[src/rtl/core/apv_pkg.sv]
// Shared types, constants and helpers for the APV frame stream decoder.
// No dependencies; the front, queue, back, top level and testbench refer to this package.
package apv_pkg;

  // Word patterns of the readout stream
  localparam logic [23:0] HEADER_TAG = 24'h414443;
  localparam logic [31:0] TRAILER    = 32'hfafafafa;

  // Configuration reset values
  localparam logic [15:0] LOW_THRESHOLD_RESET = 16'd1500;
  localparam logic [9:0]  SCAN_LENGTH_RESET   = 10'd100;

  // Geometry of the active map: 16 bits per board, 4 boards per 64-bit register
  localparam int NUM_BOARDS         = 8;
  localparam int CHANNELS_PER_BOARD = 16;

  // Command queue between front and back
  localparam int QUEUE_DEPTH = 4;

  // Configuration register indexes
  typedef enum logic [1:0] {
    REG_MAP_LOW       = 2'd0,
    REG_MAP_HIGH      = 2'd1,
    REG_LOW_THRESHOLD = 2'd2,
    REG_SCAN_LENGTH   = 2'd3
  } apv_reg_t;

  // Parse state of the front
  typedef enum logic [1:0] {
    MODE_IDLE    = 2'd0,
    MODE_BOARD   = 2'd1,
    MODE_SAMPLES = 2'd2
  } apv_mode_t;

  typedef struct packed {
    logic [63:0] map_low;
    logic [63:0] map_high;
    logic [15:0] low_threshold;
    logic [9:0]  scan_length;
  } apv_cfg_t;

  // Scan state of the low-run search in inactive channels
  typedef struct packed {
    logic [9:0] scanned;
    logic [1:0] low_run;
    logic       warn;
  } apv_scan_t;

  // One queued request: an optional sample item followed by an optional end item
  typedef struct packed {
    logic        has_sample;
    logic        has_end;
    logic [7:0]  board_id;
    logic [7:0]  channel;
    logic [15:0] sample_first;
    logic [15:0] sample_second;
    logic        end_active;
    logic        end_warning;
  } apv_cmd_t;

  // Push side of the queue
  typedef struct packed {
    logic     push;
    apv_cmd_t cmd;
  } apv_push_t;

  // Head side of the queue
  typedef struct packed {
    logic     empty;
    logic     full;
    apv_cmd_t head;
  } apv_head_t;

endpackage

[src/rtl/core/apv_stream_if.sv]
// Valid/ready stream interfaces of the APV frame stream decoder.
// Depends on nothing; the raw word channel and the decoded result channel.
interface apv_word_if;
  logic        valid;
  logic        ready;
  logic [31:0] word;

  modport source (output valid, output word, input ready);
  modport sink   (input valid, input word, output ready);
endinterface

interface apv_result_if;
  logic        valid;
  logic        ready;
  logic        kind;
  logic [7:0]  board_id;
  logic [7:0]  channel;
  logic [15:0] sample_first;
  logic [15:0] sample_second;
  logic        channel_active;
  logic        inactive_warning;
  logic        last;

  modport source (output valid, output kind, output board_id, output channel,
                  output sample_first, output sample_second, output channel_active,
                  output inactive_warning, output last, input ready);
  modport sink   (input valid, input kind, input board_id, input channel,
                  input sample_first, input sample_second, input channel_active,
                  input inactive_warning, input last, output ready);
endinterface

[src/rtl/core/apv_front.sv]
// Front of the decoder: accepts raw words, tracks the block parse state and
// pushes one request per word that causes results. Uses apv_pkg, apv_word_if.
module apv_front (
  input  logic               clk,
  input  logic               rst,
  apv_word_if.sink           raw,
  input  apv_pkg::apv_cfg_t  cfg,
  input  logic               queue_full,
  output apv_pkg::apv_push_t req
);

  apv_pkg::apv_mode_t mode, mode_next;
  logic [7:0]         board, board_next;
  logic [7:0]         channel, channel_next;
  logic [31:0]        held_word, held_word_next;
  logic               held_valid, held_valid_next;
  apv_pkg::apv_scan_t scan, scan_next;

  logic               accept;
  logic               is_header;
  logic               is_trailer;
  logic [15:0]        held_first;
  logic [15:0]        held_second;
  apv_pkg::apv_scan_t scan_one;
  apv_pkg::apv_scan_t scan_two;
  logic               active_cur;
  logic               active_word;

  // Channel lookup in the active map
  function automatic logic chan_active(input logic [7:0] b, input logic [7:0] c,
                                       input apv_pkg::apv_cfg_t m);
    logic [127:0] map;
    logic [6:0]   idx;
    map = {m.map_high, m.map_low};
    idx = {b[2:0], c[3:0]};
    return (b < 8'(apv_pkg::NUM_BOARDS)) && (c < 8'(apv_pkg::CHANNELS_PER_BOARD)) &&
           map[idx];
  endfunction

  // One sample through the low-run search
  function automatic apv_pkg::apv_scan_t scan_step(input apv_pkg::apv_scan_t st,
                                                   input logic [15:0] s,
                                                   input apv_pkg::apv_cfg_t m);
    apv_pkg::apv_scan_t r;
    r = st;
    if (st.scanned < m.scan_length) begin
      r.scanned = st.scanned + 10'd1;
      if (s < m.low_threshold) begin
        if (st.low_run != 2'd3) begin
          r.low_run = st.low_run + 2'd1;
        end
        if (r.low_run == 2'd3) begin
          r.warn = 1'b1;
        end
      end else begin
        r.low_run = 2'd0;
      end
    end
    return r;
  endfunction

  assign raw.ready   = !queue_full;
  assign accept      = raw.valid && raw.ready;
  assign is_header   = raw.word[31:8] == apv_pkg::HEADER_TAG;
  assign is_trailer  = raw.word == apv_pkg::TRAILER;
  assign held_first  = {held_word[23:16], held_word[31:24]};
  assign held_second = {held_word[7:0], held_word[15:8]};
  assign scan_one    = scan_step(scan, held_first, cfg);
  assign scan_two    = scan_step(scan_one, held_second, cfg);
  assign active_cur  = chan_active(board, channel, cfg);
  assign active_word = chan_active(raw.word[23:16], channel, cfg);

  // Next parse state and the request for this word
  always_comb begin
    mode_next       = mode;
    board_next      = board;
    channel_next    = channel;
    held_word_next  = held_word;
    held_valid_next = held_valid;
    scan_next       = scan;
    req.push        = 1'b0;
    req.cmd         = '0;
    req.cmd.board_id      = board;
    req.cmd.channel       = channel;
    req.cmd.sample_first  = held_first;
    req.cmd.sample_second = held_second;
    req.cmd.end_active    = active_cur;
    req.cmd.end_warning   = !active_cur && scan.warn;

    if (accept) begin
      unique case (mode)
        apv_pkg::MODE_BOARD: begin
          board_next             = raw.word[23:16];
          req.cmd.board_id       = raw.word[23:16];
          req.cmd.end_active     = active_word;
          req.cmd.end_warning    = !active_word && scan.warn;
          if (is_header || is_trailer) begin
            req.cmd.has_end = 1'b1;
            mode_next       = is_header ? apv_pkg::MODE_BOARD : apv_pkg::MODE_IDLE;
          end else begin
            mode_next = apv_pkg::MODE_SAMPLES;
          end
        end
        apv_pkg::MODE_SAMPLES: begin
          if (is_header) begin
            req.cmd.has_end = 1'b1;
            mode_next       = apv_pkg::MODE_BOARD;
          end else begin
            // commit the held word
            if (held_valid) begin
              scan_next          = scan_two;
              held_valid_next    = 1'b0;
              req.cmd.has_sample = active_cur;
              req.cmd.end_warning = !active_cur && scan_two.warn;
            end
            if (is_trailer) begin
              req.cmd.has_end = 1'b1;
              mode_next       = apv_pkg::MODE_IDLE;
            end else begin
              held_word_next  = raw.word;
              held_valid_next = 1'b1;
            end
          end
        end
        default: begin
          mode_next = is_header ? apv_pkg::MODE_BOARD : apv_pkg::MODE_IDLE;
        end
      endcase

      // open a new block on any header
      if (is_header) begin
        channel_next    = raw.word[7:0];
        board_next      = 8'd0;
        held_word_next  = 32'd0;
        held_valid_next = 1'b0;
        scan_next       = '0;
      end
      req.push = req.cmd.has_sample || req.cmd.has_end;
    end
  end

  // Hold the parse state
  always_ff @(posedge clk) begin
    if (rst) begin
      mode       <= apv_pkg::MODE_IDLE;
      board      <= 8'd0;
      channel    <= 8'd0;
      held_valid <= 1'b0;
      scan       <= '0;
    end else begin
      mode       <= mode_next;
      board      <= board_next;
      channel    <= channel_next;
      held_valid <= held_valid_next;
      scan       <= scan_next;
    end
  end

  always_ff @(posedge clk) begin
    held_word <= held_word_next;
  end

endmodule

[src/rtl/core/apv_queue.sv]
// Short request queue between the front and the back of the decoder.
// Uses apv_pkg for the request type and the depth.
module apv_queue (
  input  logic               clk,
  input  logic               rst,
  input  apv_pkg::apv_push_t wr,
  input  logic               pop,
  output apv_pkg::apv_head_t rd
);

  localparam int PtrW = $clog2(apv_pkg::QUEUE_DEPTH);
  localparam int CntW = $clog2(apv_pkg::QUEUE_DEPTH + 1);

  apv_pkg::apv_cmd_t entries [apv_pkg::QUEUE_DEPTH];
  logic [PtrW-1:0]   wr_ptr;
  logic [PtrW-1:0]   rd_ptr;
  logic [CntW-1:0]   count;

  assign rd.empty = count == '0;
  assign rd.full  = count == CntW'(apv_pkg::QUEUE_DEPTH);
  assign rd.head  = entries[rd_ptr];

  // Store pushed requests
  always_ff @(posedge clk) begin
    if (wr.push) begin
      entries[wr_ptr] <= wr.cmd;
    end
  end

  // Advance pointers and fill count
  always_ff @(posedge clk) begin
    if (rst) begin
      wr_ptr <= '0;
      rd_ptr <= '0;
      count  <= '0;
    end else begin
      if (wr.push) begin
        wr_ptr <= (wr_ptr == PtrW'(apv_pkg::QUEUE_DEPTH - 1)) ? '0 : wr_ptr + 1'b1;
      end
      if (pop) begin
        rd_ptr <= (rd_ptr == PtrW'(apv_pkg::QUEUE_DEPTH - 1)) ? '0 : rd_ptr + 1'b1;
      end
      unique case ({wr.push, pop})
        2'b10:   count <= count + 1'b1;
        2'b01:   count <= count - 1'b1;
        default: count <= count;
      endcase
    end
  end

endmodule

[src/rtl/core/apv_back.sv]
// Back of the decoder: expands each queued request into its result items and
// holds them in an output register. Uses apv_pkg, apv_result_if.
module apv_back (
  input  logic               clk,
  input  logic               rst,
  input  apv_pkg::apv_head_t rd,
  output logic               pop,
  apv_result_if.source       decoded
);

  logic out_valid;
  logic phase, phase_next;
  logic load;
  logic take_sample;

  // Pick the next item from the queue head
  always_comb begin
    load        = !rd.empty && (!out_valid || decoded.ready);
    take_sample = !phase && rd.head.has_sample;
    pop         = load && (!take_sample || !rd.head.has_end);
    phase_next  = take_sample && rd.head.has_end;
  end

  // Hold the item until the sink takes it
  always_ff @(posedge clk) begin
    if (rst) begin
      out_valid <= 1'b0;
      phase     <= 1'b0;
    end else if (load) begin
      out_valid <= 1'b1;
      phase     <= phase_next;
    end else if (decoded.ready) begin
      out_valid <= 1'b0;
    end
  end

  always_ff @(posedge clk) begin
    if (load) begin
      decoded.board_id <= rd.head.board_id;
      decoded.channel  <= rd.head.channel;
      if (take_sample) begin
        decoded.kind             <= 1'b0;
        decoded.sample_first     <= rd.head.sample_first;
        decoded.sample_second    <= rd.head.sample_second;
        decoded.channel_active   <= 1'b1;
        decoded.inactive_warning <= 1'b0;
        decoded.last             <= !rd.head.has_end;
      end else begin
        decoded.kind             <= 1'b1;
        decoded.sample_first     <= 16'd0;
        decoded.sample_second    <= 16'd0;
        decoded.channel_active   <= rd.head.end_active;
        decoded.inactive_warning <= rd.head.end_warning;
        decoded.last             <= 1'b1;
      end
    end
  end

  assign decoded.valid = out_valid;

endmodule

[src/rtl/core/apv_frame_stream_decoder.sv]
// Top level of the APV frame stream decoder: configuration registers, front,
// request queue and back. Uses apv_pkg, apv_stream_if, apv_front/queue/back.
//
//   channel   dir   handshake        payload
//   raw       in    valid/ready      word[31:0]
//   decoded   out   valid/ready      kind, board_id, channel, samples, flags, last
//   config    in    write_enable     write_index[1:0], write_data[63:0]
//
// A raw word is taken every cycle while the 4-entry request queue has room.
// A result item passes through the request queue and the output register; a word
// causing two items gives them one item per cycle while the sink is ready.
// Synchronous reset clears parse state, queue and output; config returns to defaults.
// A stalled sink fills the queue, then drops raw.ready until the back drains it.
module apv_frame_stream_decoder (
  input  logic         clk,
  input  logic         rst,
  apv_word_if.sink     raw,
  apv_result_if.source decoded,
  input  logic         write_enable,
  input  logic [1:0]   write_index,
  input  logic [63:0]  write_data
);

  apv_pkg::apv_cfg_t  cfg;
  apv_pkg::apv_push_t req;
  apv_pkg::apv_head_t rd;
  logic               pop;

  // Write configuration registers
  always_ff @(posedge clk) begin
    if (rst) begin
      cfg.map_low       <= 64'd0;
      cfg.map_high      <= 64'd0;
      cfg.low_threshold <= apv_pkg::LOW_THRESHOLD_RESET;
      cfg.scan_length   <= apv_pkg::SCAN_LENGTH_RESET;
    end else if (write_enable) begin
      unique case (apv_pkg::apv_reg_t'(write_index))
        apv_pkg::REG_MAP_LOW:       cfg.map_low       <= write_data;
        apv_pkg::REG_MAP_HIGH:      cfg.map_high      <= write_data;
        apv_pkg::REG_LOW_THRESHOLD: cfg.low_threshold <= write_data[15:0];
        apv_pkg::REG_SCAN_LENGTH:   cfg.scan_length   <= write_data[9:0];
        default:                    cfg               <= cfg;
      endcase
    end
  end

  apv_front u_front (
    .clk        (clk),
    .rst        (rst),
    .raw        (raw),
    .cfg        (cfg),
    .queue_full (rd.full),
    .req        (req)
  );

  apv_queue u_queue (
    .clk (clk),
    .rst (rst),
    .wr  (req),
    .pop (pop),
    .rd  (rd)
  );

  apv_back u_back (
    .clk     (clk),
    .rst     (rst),
    .rd      (rd),
    .pop     (pop),
    .decoded (decoded)
  );

endmodule

[src/flat_wrapper.sv]
// flat-port wrapper written by rule: the top's interface ports become plain ports
module apv_frame_stream_decoder_flat 
  (clk, rst, write_enable, write_index, write_data, raw_valid, raw_word, raw_ready, decoded_valid, decoded_kind, decoded_board_id, decoded_channel, decoded_sample_first, decoded_sample_second, decoded_channel_active, decoded_inactive_warning, decoded_last, decoded_ready);
  apv_word_if raw_i ();
  apv_result_if decoded_i ();
  input  logic clk;
  input  logic rst;
  input  logic write_enable;
  input  logic [1:0] write_index;
  input  logic [63:0] write_data;
  input wire logic [$bits(raw_i.valid)-1:0] raw_valid;
  input wire logic [$bits(raw_i.word)-1:0] raw_word;
  output wire logic [$bits(raw_i.ready)-1:0] raw_ready;
  output wire logic [$bits(decoded_i.valid)-1:0] decoded_valid;
  output wire logic [$bits(decoded_i.kind)-1:0] decoded_kind;
  output wire logic [$bits(decoded_i.board_id)-1:0] decoded_board_id;
  output wire logic [$bits(decoded_i.channel)-1:0] decoded_channel;
  output wire logic [$bits(decoded_i.sample_first)-1:0] decoded_sample_first;
  output wire logic [$bits(decoded_i.sample_second)-1:0] decoded_sample_second;
  output wire logic [$bits(decoded_i.channel_active)-1:0] decoded_channel_active;
  output wire logic [$bits(decoded_i.inactive_warning)-1:0] decoded_inactive_warning;
  output wire logic [$bits(decoded_i.last)-1:0] decoded_last;
  input wire logic [$bits(decoded_i.ready)-1:0] decoded_ready;
  assign raw_i.valid = raw_valid;
  assign raw_i.word = raw_word;
  assign raw_ready = raw_i.ready;
  assign decoded_valid = decoded_i.valid;
  assign decoded_kind = decoded_i.kind;
  assign decoded_board_id = decoded_i.board_id;
  assign decoded_channel = decoded_i.channel;
  assign decoded_sample_first = decoded_i.sample_first;
  assign decoded_sample_second = decoded_i.sample_second;
  assign decoded_channel_active = decoded_i.channel_active;
  assign decoded_inactive_warning = decoded_i.inactive_warning;
  assign decoded_last = decoded_i.last;
  assign decoded_i.ready = decoded_ready;
  apv_frame_stream_decoder u_core (.clk(clk), .rst(rst), .raw(raw_i), .decoded(decoded_i), .write_enable(write_enable), .write_index(write_index), .write_data(write_data));
endmodule
[config.mk]
export PLATFORM = sky130hd
export DESIGN_NAME = apv_frame_stream_decoder_flat
export DESIGN_NICKNAME = d
export VERILOG_FILES = /design/src/rtl/core/apv_pkg.sv /design/src/rtl/core/apv_stream_if.sv /design/src/rtl/core/apv_front.sv /design/src/rtl/core/apv_queue.sv /design/src/rtl/core/apv_back.sv /design/src/rtl/core/apv_frame_stream_decoder.sv /design/src/flat_wrapper.sv
export SDC_FILE = /design/constraint.sdc
export NUM_CORES = 1
export LEC_CHECK = 0
export BUFFER_PORTS_ARGS = -buffer_cell sky130_fd_sc_hd__buf_2
export CAP_MARGIN = 0
export CORE_MARGIN = 3
export CORE_UTILIZATION = 60
export DETAILED_ROUTE_END_ITERATION = 10
export MAX_ROUTING_LAYER = met4
export PLACE_DENSITY = 0.89
export SYNTH_ARGS = -nofsm -noshare
export SYNTH_HDL_FRONTEND = slang
export SYNTH_SLANG_ARGS = --single-unit
[constraint.sdc]
create_clock -name clk -period 8.5 [get_ports clk]
set_clock_uncertainty 0.15 [all_clocks]
set_input_delay 2.55 -clock clk [delete_from_list [all_inputs] [get_ports clk]]
set_output_delay 2.55 -clock clk [all_outputs]
set_load 0.05 [all_outputs]
# After elaboration in Yosys (flattened, before gate mapping)
# Memories as Yosys holds them, arrays and structs flattened. A register that Yosys moved wholly into a read port is not among the register bits.
# Index checks and enable logic that the tools add are counted.
op_classes:
  addsub: 8
  mul: 0
  div: 0
  order_cmp: 9
  eq_ne: 18
  shifts: 0
  n_mux: 58
  bitwise: 0
  reduce_logical: 39
ops:
  columns: ["cell", "count"]
  rows:
  - ["13-bit 2-to-1 mux", 5]
  - ["32-bit 2-to-1 mux", 2]
  - ["32-bit == test (second input constant)", 1]
  - ["16-bit < comparator", 2]
  - ["2-bit 2-to-1 mux", 16]
  - ["1-bit 2-to-1 mux", 26]
  - ["24-bit by 23-bit == test with 1-bit output (second input constant)", 1]
  - ["10-bit by 1-bit adder with 10-bit output (second input constant)", 2]
  - ["10-bit < comparator", 2]
  - ["2-bit == test (second input constant)", 8]
  - ["7-bit by 8-bit < comparator with 1-bit output (second input constant)", 2]
  - ["8-bit by 4-bit < comparator with 1-bit output (second input constant)", 2]
  - ["8-bit 2-to-1 mux", 2]
  - ["1-bit binary-select mux with 7-bit select", 2]
  - ["2-bit AND reduction", 7]
  - ["1-bit logical AND", 12]
  - ["11-bit 2-to-1 mux", 1]
  - ["2-bit by 1-bit adder with 2-bit output (second input constant)", 4]
  - ["1-bit logical NOT", 8]
  - ["8-bit by 5-bit < comparator with 1-bit output (second input constant)", 1]
  - ["2-bit nonzero test", 4]
  - ["2-bit by 1-bit == test with 1-bit output (second input constant)", 3]
  - ["2-bit != test (second input constant)", 3]
  - ["3-bit case mux with 2 select lines", 1]
  - ["other kinds (10)", 15]
word_totals:
  reg_bits: 279
  latchBits: 0
  mem_bits_rw: 208
  romBits: 0
  in_bits: 103
  out_inout_bits: 54
  wordCells: 158
  memories: 1
memory_table:
  columns: ["memory", "words", "width", "rd", "rd_ports_with_merged_regs", "wr", "line", "source"]
  rows:
  - ["u_core.u_queue.entries", 4, 52, 1, 1, 1, "apv_queue.sv:14", "apv_pkg::apv_cmd_t entries [apv_pkg::QUEUE_DEPTH];"]

# Longest topological paths before layout
# Gate-level depths: netlist (run 1).
logic_depth:
  depth_word: 21
  depth_mapped: 19
  depth_no_buf: 18

# Modules after synthesis
# Synthesis (run 1) repeated with hierarchy kept, for this count alone.
hier_totals:
  hier_cells: 1599
  area_unflattened_um2: 22001.1
by_module_without_submodules:
  columns: ["module", "instances", "cells_each", "area_per_inst_um2", "seq_area_each_um2"]
  rows:
  - ["apv_queue", 1, 320, 8012.7, 6426.2]
  - ["apv_frame_stream_decoder", 1, 583, 6276.0, 3083.0]
  - ["apv_front", 1, 593, 5708.0, 1601.5]
  - ["apv_back", 1, 103, 2004.4, 1601.5]

# Worst setup path after synthesis (run 1)
# OpenSTA, ideal clock, no wires.
synth_path:
  kind: "input to register"
  start: "input port decoded_ready"
  end: "register u_core.u_queue.count[2]"
  setup_ns: 0.070
  t_arrival_ns: 6.953
  t_required_ns: 8.280
  slack_ns: 1.327
  path_stages: 10
  path_buffers: 0
  path_cell_list: "inv_1 > a21oi_1 > nand2_1 > inv_1 > ha_1 > inv_1 > fa_1 > xor2_1 > or3_1 > a21oi_1"
synth_between:
  elab_chain_len: 5
  word_cells_on_any_way: 7
  classes_between: "eq/ne (2); mux (1); reduce/logical (4)"
synth_rtl:
  columns: ["element", "line", "source"]
  rows:
  - ["start, declared", "flat_wrapper.sv:23", "input wire logic [$bits(decoded_i.ready)-1:0] decoded_ready;"]
  - ["1-bit logical OR *", "apv_back.sv:18", "load = !rd.empty && (!out_valid || decoded.ready);"]
  - ["1-bit logical AND *", "apv_back.sv:18", null]
  - ["via u_core.u_back.load", "apv_back.sv:13", "logic load;"]
  - ["1-bit logical AND *", "apv_back.sv:20", "pop = load && (!take_sample || !rd.head.has_end);"]
  - ["via u_core.pop", "apv_frame_stream_decoder.sv:27", "logic pop;"]
  - ["2-bit by 1-bit == test with 1-bit output or 2-bit == test (tied branches)", "apv_queue.sv:43", "unique case ({wr.push, pop})"]
  - ["3-bit case mux with 2 select lines or 2-bit nonzero test (tied branches)", null, null]
  - ["end signal, assigned", "apv_queue.sv:44", "2'b10: count <= count + 1'b1;"]
  - ["end signal, assigned", "apv_queue.sv:45", "2'b01: count <= count - 1'b1;"]
  - ["end signal, assigned", "apv_queue.sv:46", "default: count <= count;"]
  - ["end, declared", "apv_queue.sv:17", "logic [CntW-1:0] count;"]
# Mark *: on every way through the listed nets, which the timed path passes. The rest lies on a longest branch.
# A chain may end at the register's enable or synchronous reset.

# Worst setup path after layout (run 1)
layout_path:
  start: "input port raw_word[22]"
  end: "memory u_core.u_queue.entries[0][7] in the netlist's numbering (enable)"
layout_between:
  elab_chain_len: 9
  word_cells_on_any_way: 15
  classes_between: "eq/ne (2); mux (11); reduce/logical (2)"
layout_rtl:
  columns: ["element", "line", "source"]
  rows:
  - ["start, declared", "flat_wrapper.sv:12", "input wire logic [$bits(raw_i.word)-1:0] raw_word;"]
  - ["32-bit == test or 24-bit by 23-bit == test with 1-bit output (tied branches)", "apv_front.sv:65, apv_front.sv:64", null]
  - ["1-bit 2-to-1 mux or 1-bit logical OR (tied branches)", "apv_front.sv:116, apv_front.sv:97", null]
  - ["1-bit 2-to-1 mux, on equally long branches", "apv_front.sv:105, apv_front.sv:97", null]
  - ["1-bit case mux with 2 select lines", "apv_front.sv:91", "unique case (mode)"]
  - ["1-bit 2-to-1 mux", "apv_front.sv:90", "if (accept) begin"]
  - ["1-bit logical OR *", "apv_front.sv:138", "req.push = req.cmd.has_sample || req.cmd.has_end;"]
  - ["11-bit 2-to-1 mux *", "apv_front.sv:90", null]
  - ["1-bit 2-to-1 mux *", "apv_queue.sv:25", "if (wr.push) begin"]
  - ["1-bit 2-to-1 mux (implied by the code) *", "apv_queue.sv:26", "entries[wr_ptr] <= wr.cmd;"]
  - ["end, declared", "apv_queue.sv:14", null]
# Mark *: on every way between the ends. The rest lies on a longest branch, timed or not. The select of a mux whose other input is x is not followed.

==> results.cfg, run 1 <==
[run_status]
status = complete, no violations

[yosys]
synth_warnings = 0
avgSynthCellArea_um2 = 12.4
synth_flop_cell = edfxtp_1
synth_edf_count = 292
synth-seq-cells = 489
synth_nets = 1836
seq_area_frac_synth = 0.614
yosysUniqueCellTypes = 71
syn_inst = 1674
ys_async_sr_fraction = 0
synth_area_mm2 = 0.0207

[drt]
wl_mm = 53.1
wl_per_cell_um = 23.2
vias = 14255
drc_errors = 0
antenna_left = 0
first_pass_iters = 5
drtIter0Drc = 1369
via_per_inst = 6.22

[floorplan]
fp.coreArea_mm2 = 0.0338
dieArea_mm2 = 0.0368
die_x_um = 192
start_util = 0.613
rows = 67
die-height_um = 192
ioPinCount = 157

[clocking]
clock_sinks = 489
postCtsHoldBufs = 0
htreeDepth = 2
clock_latency_ns = 0.59
postCtsSetupRepairBufs = 0
cts_buffers = 47
path_clk_slew_ns = 0.06
cts_tree = done
root_buffer = clkbuf_16
clockBufferDepth = 3
post_cts_resized = 0

[setup_path]
regToRegSetupSlack_ns = 2.90
endpoint_kind = flip-flop
cp-startpoint = raw_word[22]
cp.arrival_ns = 6.13
path_max_fanout = 40
reg2reg_from = u_core.u_front.scan[6]$_SDFFE_PP0P_
start_kind = primary input
critical_path_class = primary input to flip-flop
crit_required_ns = 8.63

[placed_design]
place_congestion = 0.921
dp.cells = 2187
portBuffers = 156
post-dp-hpwl_mm = 33.0
placedInstanceArea_mm2 = 0.0218

[layout]
utilization = 0.700
final_common_cell = nand2_1
drive_gt1_frac = 0.194
fillCellCount = 2117
most-common-layout-cells = 354 x nand2_1, 292 x edfxtp_1, 194 x dfxtp_1
final_area_mm2 = 0.0236
nNetsFinal = 1950
finalNonFillerCells = 2292
syn2layout_area_growth_pct = 14.2

[worst_hold_path]
worstHoldStart = u_core.cfg[141]$_SDFFE_PP0P_
hold_path.class = flip-flop to flip-flop

[timing]
hold_viol_final = 0
max_freq_mhz = 167
worst_slew_pin_slew_ns = 1.21
maxSlewViolCount = 0
setup_viol = 0
fin_crit_ns = 6.00
period_share = 0.706
slew_headroom = 0.190
setup-tns-final_ns = 0
rsz0062_at_grt = false

[pwr]
totalPowerFinal_mw = 5.12
p_leak_nw = 8.53
peakVddDrop_mv = 0.238
p_per_area_mw_per_mm2 = 217

[grt]
grt_pass1_vias = 14545
grt_overflow = 0
gr-usage-all-layers = 0.298
grt_max_degree = 122
antenna_found_initial = 12
grt_pass1_wl_mm = 81.2

[flow_run]
max_cap_violations = 0
## per-stage QoR
| step | hold slack, ns | setup slack, ns |
|---|---|---|
| final | 0.303 | 2.50 |
| after global routing | 0.319 | 2.32 |
| after CTS | 0.302 | 2.53 |
| after detailed placement | 0.294 | 1.98 |
| after global placement | 0.287 | 2.17 |
| after floorplan | 0.282 | 1.33 |
## registers in the layout, indices dropped and copies added, names as in the netlist, 13 cells and up, named ones only
signal,count
u_core.u_front.held_word,32
u_core.cfg,154
u_core.u_back.decoded.sample_second,16
u_core.u_front.scan,13
u_core.u_queue.entries,208
u_core.u_back.decoded.sample_first,16
## critical path, stage by stage
cell and delay, ns:
buf_2 0.15, nor4bb_1 0.14, and4b_1 0.27, nand3_1 0.19, or4_1 0.23, nand4_1 0.29, or4_1 0.60, o22ai_2 0.31
and2_2 0.99, buf_4 0.38
## worst paths after layout
kind | depth (start not counted) | end
max | 10 | u_core.u_queue.entries[0][7]$_DFFE_PP_
min | 2 | u_core.cfg[141]$_SDFFE_PP0P_
max reg2reg | 17 | u_core.u_queue.entries[1][0]$_DFFE_PP_
min reg2reg | 2 | u_core.cfg[141]$_SDFFE_PP0P_
## kinds of logic after synthesis
group	count (synthesis)	synth area share
and+or+nand+nor	570	0.127
DFF	489	0.614
AOI/OAI and AO/OA	272	0.0768
buffers and inverters	158	0.0314
muxes	107	0.107
adders and majority gates	59	0.0360
xor gates and xnor gates	19	0.00804
## where the power goes
group	switching, mW	internal, mW
clock network	0.939	1.50
registers	0.0125	2.51
logic	0.101	0.0570
## area by class of cell
| cell class | count | area, µm² | share of cell area |
|---|---|---|---|
| well taps | 448 | 561 | 0.0237 |
| inverters | 48 | 180 | 0.00762 |
| flip-flops and latches | 489 | 12700 | 0.538 |
| clock inverters | 31 | 531 | 0.0224 |
| multi-input cells | 1027 | 7380 | 0.312 |
| diodes | 17 | 42.5 | 0.00180 |
| repair buffers | 175 | 926 | 0.0392 |
| clock buffers | 57 | 1310 | 0.0553 |
## per-layer routing
metal,vias up,global-route usage,share of wire
met4,0,0.117,0.037
li1,6315,-,-
met5,-,-,0
met2,817,0.494,0.50
met3,153,0.0690,0.10
met1,6970,0.356,0.36
## cells in the mapped netlist (3+ instances only)
| cell | count | share of area |
|---|---|---|
| a2111oi_0 | 3 | 0.0013 |
| a211o_1 | 4 | 0.0017 |
| a211oi_1 | 5 | 0.0018 |
| a21o_1 | 8 | 0.0029 |
| a21oi_1 | 175 | 0.042 |
| a22oi_1 | 14 | 0.0051 |
| and2_1 | 10 | 0.0030 |
| and3_1 | 7 | 0.0021 |
| and3b_1 | 9 | 0.0038 |
| buf_1 | 4 | 0.00072 |
| buf_2 | 5 | 0.0012 |
| clkbuf_1 | 96 | 0.017 |
| dfxtp_1 | 197 | 0.19 |
| edfxtp_1 | 292 | 0.42 |
| ha_1 | 58 | 0.035 |
| inv_1 | 48 | 0.0087 |
| mux2_2 | 8 | 0.0044 |
| mux2i_1 | 14 | 0.0068 |
| mux4_1 | 21 | 0.027 |
| mux4_2 | 64 | 0.070 |
| nand2_1 | 354 | 0.064 |
| nand2b_1 | 6 | 0.0018 |
| nand3_1 | 12 | 0.0029 |
| nand3b_1 | 8 | 0.0029 |
| nand4_1 | 16 | 0.0048 |
| nand4b_1 | 4 | 0.0017 |
| nor2_1 | 53 | 0.0096 |
| nor2b_1 | 51 | 0.015 |
| nor3_1 | 7 | 0.0017 |
| nor3b_1 | 3 | 0.0011 |
| nor4_1 | 5 | 0.0015 |
| nor4_2 | 4 | 0.0024 |
| o211ai_1 | 4 | 0.0015 |
| o21a_1 | 4 | 0.0015 |
| o21ai_0 | 28 | 0.0068 |
| or2_2 | 4 | 0.0012 |
| or3_1 | 6 | 0.0018 |
| or4_1 | 5 | 0.0018 |
| xnor2_1 | 15 | 0.0063 |
| xor2_1 | 4 | 0.0017 |
No activity file was read; power rests on OpenSTA's default activity.
==> inputs of run 2 (changes only) <==
Settings changed: CORE_UTILIZATION 60 to 54, PLACE_DENSITY 0.89 to 0.85.
Clock period 8.5 ns to 5.3 ns, I/O delays scaled along.
==> run 2 against run 1 <==
Compared with the run above: clock-buffer cell count grew 12; cell count grew 2.9%; routed wire length shrank 9.1%; clock power grew 33%; power grew 47%; cell area shrank 0.39%; hold slack lost 0.0030 ns; sequential power grew 60%.
==> results.cfg, run 2 (synthesis results as in run 1) <==
[run_status]
status = complete, no violations

[worst_hold_path]
hold_path.class = flip-flop to flip-flop

[timing]
worst_slew_pin_slew_ns = 1.18
setup-tns-final_ns = 0
maxSlewViolCount = 0
rsz0062_at_grt = false
fin_crit_ns = 4.94
max_freq_mhz = 203
hold_slack_ns = 0.300
setup_viol = 0
hold_viol_final = 0
slew_headroom = 0.213
period_share = 0.931

[flow_run]
max_cap_violations = 0

[grt]
antenna_found_initial = 9
grt_pass1_wl_mm = 75.0
grt_pass1_vias = 13667
gr-usage-all-layers = 0.242
grt_max_degree = 65
grt_overflow = 0

[clocking]
clock_sinks = 489
post_cts_resized = 0
path_clk_slew_ns = 0.06
clock_latency_ns = 0.58
htreeDepth = 2
clockBufferDepth = 3
cts_buffers = 48
root_buffer = clkbuf_16
postCtsHoldBufs = 0
cts_tree = done
postCtsSetupRepairBufs = 0

[setup_path]
cp.arrival_ns = 5.29
path_max_fanout = 12
start_kind = flip-flop
crit_required_ns = 5.65
critical_path_class = flip-flop to flip-flop
endpoint_kind = flip-flop

[pwr]
intPower_mw = 5.96
pwr-share-comb = 0.034
clkPwrFrac = 0.430
p_leak_nw = 8.44
p_seq_frac = 0.535
swShare = 0.210
p_per_area_mw_per_mm2 = 321
peakVddDrop_mv = 0.245
power_switching_mw = 1.59

[drt]
vias = 13831
drc_errors = 0
via_per_inst = 5.86
first_pass_iters = 5
drtIter0Drc = 1209
wl_mm = 48.2
wl_per_cell_um = 20.5
antenna_left = 0

[layout]
top_regs = u_core.u_queue.entries x208, u_core.cfg x154, u_core.u_front.held_word x32
nNetsFinal = 1960
final_area_mm2 = 0.0236
largest_reg_flops = 208
final_common_cell = nand2_1
max_flop_register = u_core.u_queue.entries
syn2layout_area_growth_pct = 13.7
fillCellCount = 2707
drive_gt1_frac = 0.192
most-common-layout-cells = 354 x nand2_1, 292 x edfxtp_1, 192 x dfxtp_1

[placed_design]
place_congestion = 0.925
portBuffers = 156
placedInstanceArea_mm2 = 0.0220
post-dp-hpwl_mm = 32.3

[floorplan]
start_util = 0.549
fp.coreArea_mm2 = 0.0378
die_x_um = 202
rows = 71
die-height_um = 202
ioPinCount = 157
dieArea_mm2 = 0.0407
==> run 2: final timing paths <==
path,start,endpoint,slack (ns),cells after the start
max,u_core.u_front.scan[6]$_SDFFE_PP0P_,u_core.u_front.scan[12]$_SDFFE_PP0P_,0.36,17
min,u_core.cfg[88]$_SDFFE_PP0P_,u_core.cfg[88]$_SDFFE_PP0P_,0.30,2
max reg2reg,u_core.u_front.scan[6]$_SDFFE_PP0P_,u_core.u_front.scan[12]$_SDFFE_PP0P_,0.36,17
min reg2reg,u_core.cfg[88]$_SDFFE_PP0P_,u_core.cfg[88]$_SDFFE_PP0P_,0.30,2
==> run 2: per-stage QoR <==
step | worst slack, ns | utilization | power, mW | instances
2_1_floorplan | 0.0487 | - | 4.27 | 1674
3_3_place_gp | 0.347 | 0.583 | 4.36 | 2259
3_5_place_dp | 0.169 | 0.583 | 4.38 | 2259
4_1_cts | 0.144 | 0.623 | 7.60 | 2347
5_1_grt | 0.00912 | 0.624 | 7.79 | 2356
6_report | 0.364 | 0.624 | 7.55 | 2359
==> run 2: final cells by class <==
type	instances	area [µm²]	area share
antenna	12	30.0	0.00127
clock buffer	69	1360	0.0579
clock inverter	19	153	0.00648
inverter	48	180	0.00765
multi-input combinational	1027	7390	0.314
sequential	489	12700	0.540
tap	511	639	0.0271
timing repair buffer	184	1080	0.0459
==> run 2: power by group through the flow <==
stage | clock network, mW | logic, mW | registers (mW)
finish | 3.25 | 0.260 | 4.04
global route | 3.46 | 0.283 | 4.05
detailed placement | 0 | 0.252 | 4.13
global placement | 0 | 0.242 | 4.12
floorplan | 0 | 0.146 | 4.12
CTS | 3.30 | 0.254 | 4.04
==> run 2: per-layer routing <==
| metal | global-route usage | vias up | part of all wire |
|---|---|---|---|
| met4 | 0.0949 | 0 | 0.036 |
| li1 | - | 6319 | - |
| met5 | - | - | 0 |
| met3 | 0.0569 | 134 | 0.10 |
| met2 | 0.386 | 705 | 0.48 |
| met1 | 0.304 | 6673 | 0.38 |
==> run 2: critical path: stages (launching register included) <==
cell and delay, ns:
dfxtp_2 0.43, ha_1 0.26, and2_1 0.18, a221o_1 0.35
a311o_2 0.47, a211oi_4 0.34, xnor2_1 0.20, inv_1 0.07
ha_1 0.30, a21o_1 0.16, a21o_1 0.17, a2111oi_0 0.36
o21ai_0 0.14, a31o_2 0.34, nor4_2 0.48, nand4_1 0.17
xor2_1 0.17, o21ai_1 0.12
==> inputs of run 3 (changes only) <==
Settings changed: GPL_TIMING_DRIVEN set to 0, RECOVER_POWER set to 25.
==> run 3 against run 2 <==
Compared with the run above: sequential share of layout area decreased by 0.89 points; power increased by 3.3%; flip-flop and latch count unchanged; global-route usage increased by 1.6 points; cell count increased by 4.0%; clock-buffer cell count decreased by 2; largest cell class unchanged.
==> results.cfg, run 3 (synthesis results as in run 1) <==
[run_status]
status = complete, no violations

[grt]
grt_pass1_vias = 14406
grt_max_degree = 33
grt_overflow = 0
antenna_found_initial = 14
gr-usage-all-layers = 0.258
grt_pass1_wl_mm = 79.1

[floorplan]
dieArea_mm2 = 0.0407
rows = 71
die-height_um = 202
fp.coreArea_mm2 = 0.0378
ioPinCount = 157
start_util = 0.549
die_x_um = 202

[timing]
slew_headroom = 0.319
rsz0062_at_grt = false
setup-tns-final_ns = 0
hold_viol_final = 0
setup_viol = 0
period_share = 0.952
max_freq_mhz = 198
worst_slew_pin_slew_ns = 0.996
final.setup.worst_slack_ns = 0.257
fin_crit_ns = 5.04
maxSlewViolCount = 0

[pwr]
p_leak_nw = 8.50
peakVddDrop_mv = 0.236
p_per_area_mw_per_mm2 = 326
totalPowerFinal_mw = 7.80

[worst_hold_path]
whs_endpoint = u_core.cfg[69]$_SDFFE_PP0P_
hold_depth = 2
worstHoldStart = u_core.cfg[69]$_SDFFE_PP0P_
hold_path.class = flip-flop to flip-flop

[setup_path]
endpoint_kind = flip-flop
critical_path_class = flip-flop to flip-flop
reg2reg_from = u_core.cfg[4]$_SDFFE_PP0P_
regToRegSetupSlack_ns = 0.26
cp.arrival_ns = 5.21
path_max_fanout = 10
crit_required_ns = 5.47
start_kind = flip-flop
ff2ff_path_depth = 19
r2r_end = u_core.u_queue.entries[1][0]$_DFFE_PP_

[layout]
syn2layout_area_growth_pct = 15.6
utilization = 0.634
most-common-layout-cells = 354 x nand2_1, 292 x edfxtp_1, 196 x dfxtp_1
nNetsFinal = 2049
max_flop_register = u_core.u_queue.entries
drive_gt1_frac = 0.171
largest_reg_flops = 208
top_regs = u_core.u_queue.entries x208, u_core.cfg x154, u_core.u_front.held_word x32
final_common_cell = nand2_1
fillCellCount = 2757

[drt]
first_pass_iters = 5
antenna_left = 0
drc_errors = 0
wl_per_cell_um = 20.9
via_per_inst = 5.82
wl_mm = 51.2
vias = 14288
drtIter0Drc = 1427

[flow_run]
max_cap_violations = 0

[clocking]
root_buffer = clkbuf_16
cts_tree = done
clockBufferDepth = 3
htreeDepth = 2
postCtsHoldBufs = 0
path_clk_slew_ns = 0.06
cts_buffers = 49
clock_sinks = 489
clock_latency_ns = 0.61

[placed_design]
post-dp-hpwl_mm = 36.6
place_congestion = 0.914
portBuffers = 154
post-place-ws_ns = -0.233
[run 3: worst max-delay path by stage]
stage                                        start                                endpoint  slack (ns)  depth (start not counted)
6_report                u_core.cfg[4]$_SDFFE_PP0P_  u_core.u_queue.entries[1][0]$_DFFE_PP_        0.26                         19
5_1_grt                 u_core.cfg[4]$_SDFFE_PP0P_  u_core.u_queue.entries[0][0]$_DFFE_PP_       0.004                         19
4_1_cts        u_core.u_front.scan[7]$_SDFFE_PP0P_  u_core.u_queue.entries[3][0]$_DFFE_PP_       0.009                         18
3_5_place_dp                          raw_word[16]  u_core.u_queue.entries[0][4]$_DFFE_PP_       -0.23                         11
3_3_place_gp                          raw_word[16]  u_core.u_queue.entries[0][4]$_DFFE_PP_       -1.34                         10
2_1_floorplan                         raw_word[16]  u_core.u_queue.entries[1][0]$_DFFE_PP_        0.05                         10
[run 3: area by class of cell]
cell class                 count  area [µm²]  area share
sequential                   489       12700       0.531
multi-input combinational   1027        7390       0.309
clock inverter                25         280      0.0117
buffer                       110         473      0.0198
tap                          511         639      0.0267
inverter                      48         180     0.00753
clock buffer                  67        1340      0.0562
antenna                       14        35.0     0.00146
timing repair buffer         162         873      0.0365
[run 3: timing repair]
item,4_1_cts,5_1_grt
buffers inserted,0,3
endpoints found under the setup margin,4,11
hold endpoints to repair,0,0
resized for setup,1,6
pin swaps,0,3
[run 3: per-layer routing]
| metal | share of wire | global-route usage |
|---|---|---|
| met1 | 0.38 | 0.314 |
| met2 | 0.49 | 0.427 |
| met3 | 0.097 | 0.0564 |
| met4 | 0.033 | 0.0972 |
| met5 | 0 | - |
[run 3: critical path, stage by stage, from the launching register on]
cell,delay [ns]
dfxtp_1,0.32
inv_1,0.07
ha_1,0.28
and2_1,0.17
a221o_1,0.36
a311o_2,0.40
a21o_1,0.19
clkbuf_1,0.24
nor3_1,0.29
xnor2_1,0.16
ha_1,0.33
nand4_1,0.12
or3_1,0.35
a31oi_1,0.15
a31o_2,0.21
clkbuf_4,0.24
o22ai_1,0.11
a31oi_1,0.24
nor4_1,0.09
o22a_2,0.29
[run 3: stage by stage]
step | cell area [µm²] | std cells | hold slack (ns)
after CTS | 23900 | 2436 | 0.300
after floorplan | 20700 | 1674 | 0.282
after global routing | 23900 | 2452 | 0.320
after detailed placement | 22200 | 2344 | 0.292
final | 23900 | 2453 | 0.299
after global placement | 22100 | 2339 | 0.287
[run 3: where the power goes]
part / internal, mW / leakage, nW / switching [mW]
clock network: 1.99 / 0.787 / 1.49
registers: 4.03 / 4.36 / 0.0196
logic: 0.0965 / 3.36 / 0.177
total: 6.12 / 8.50 / 1.68
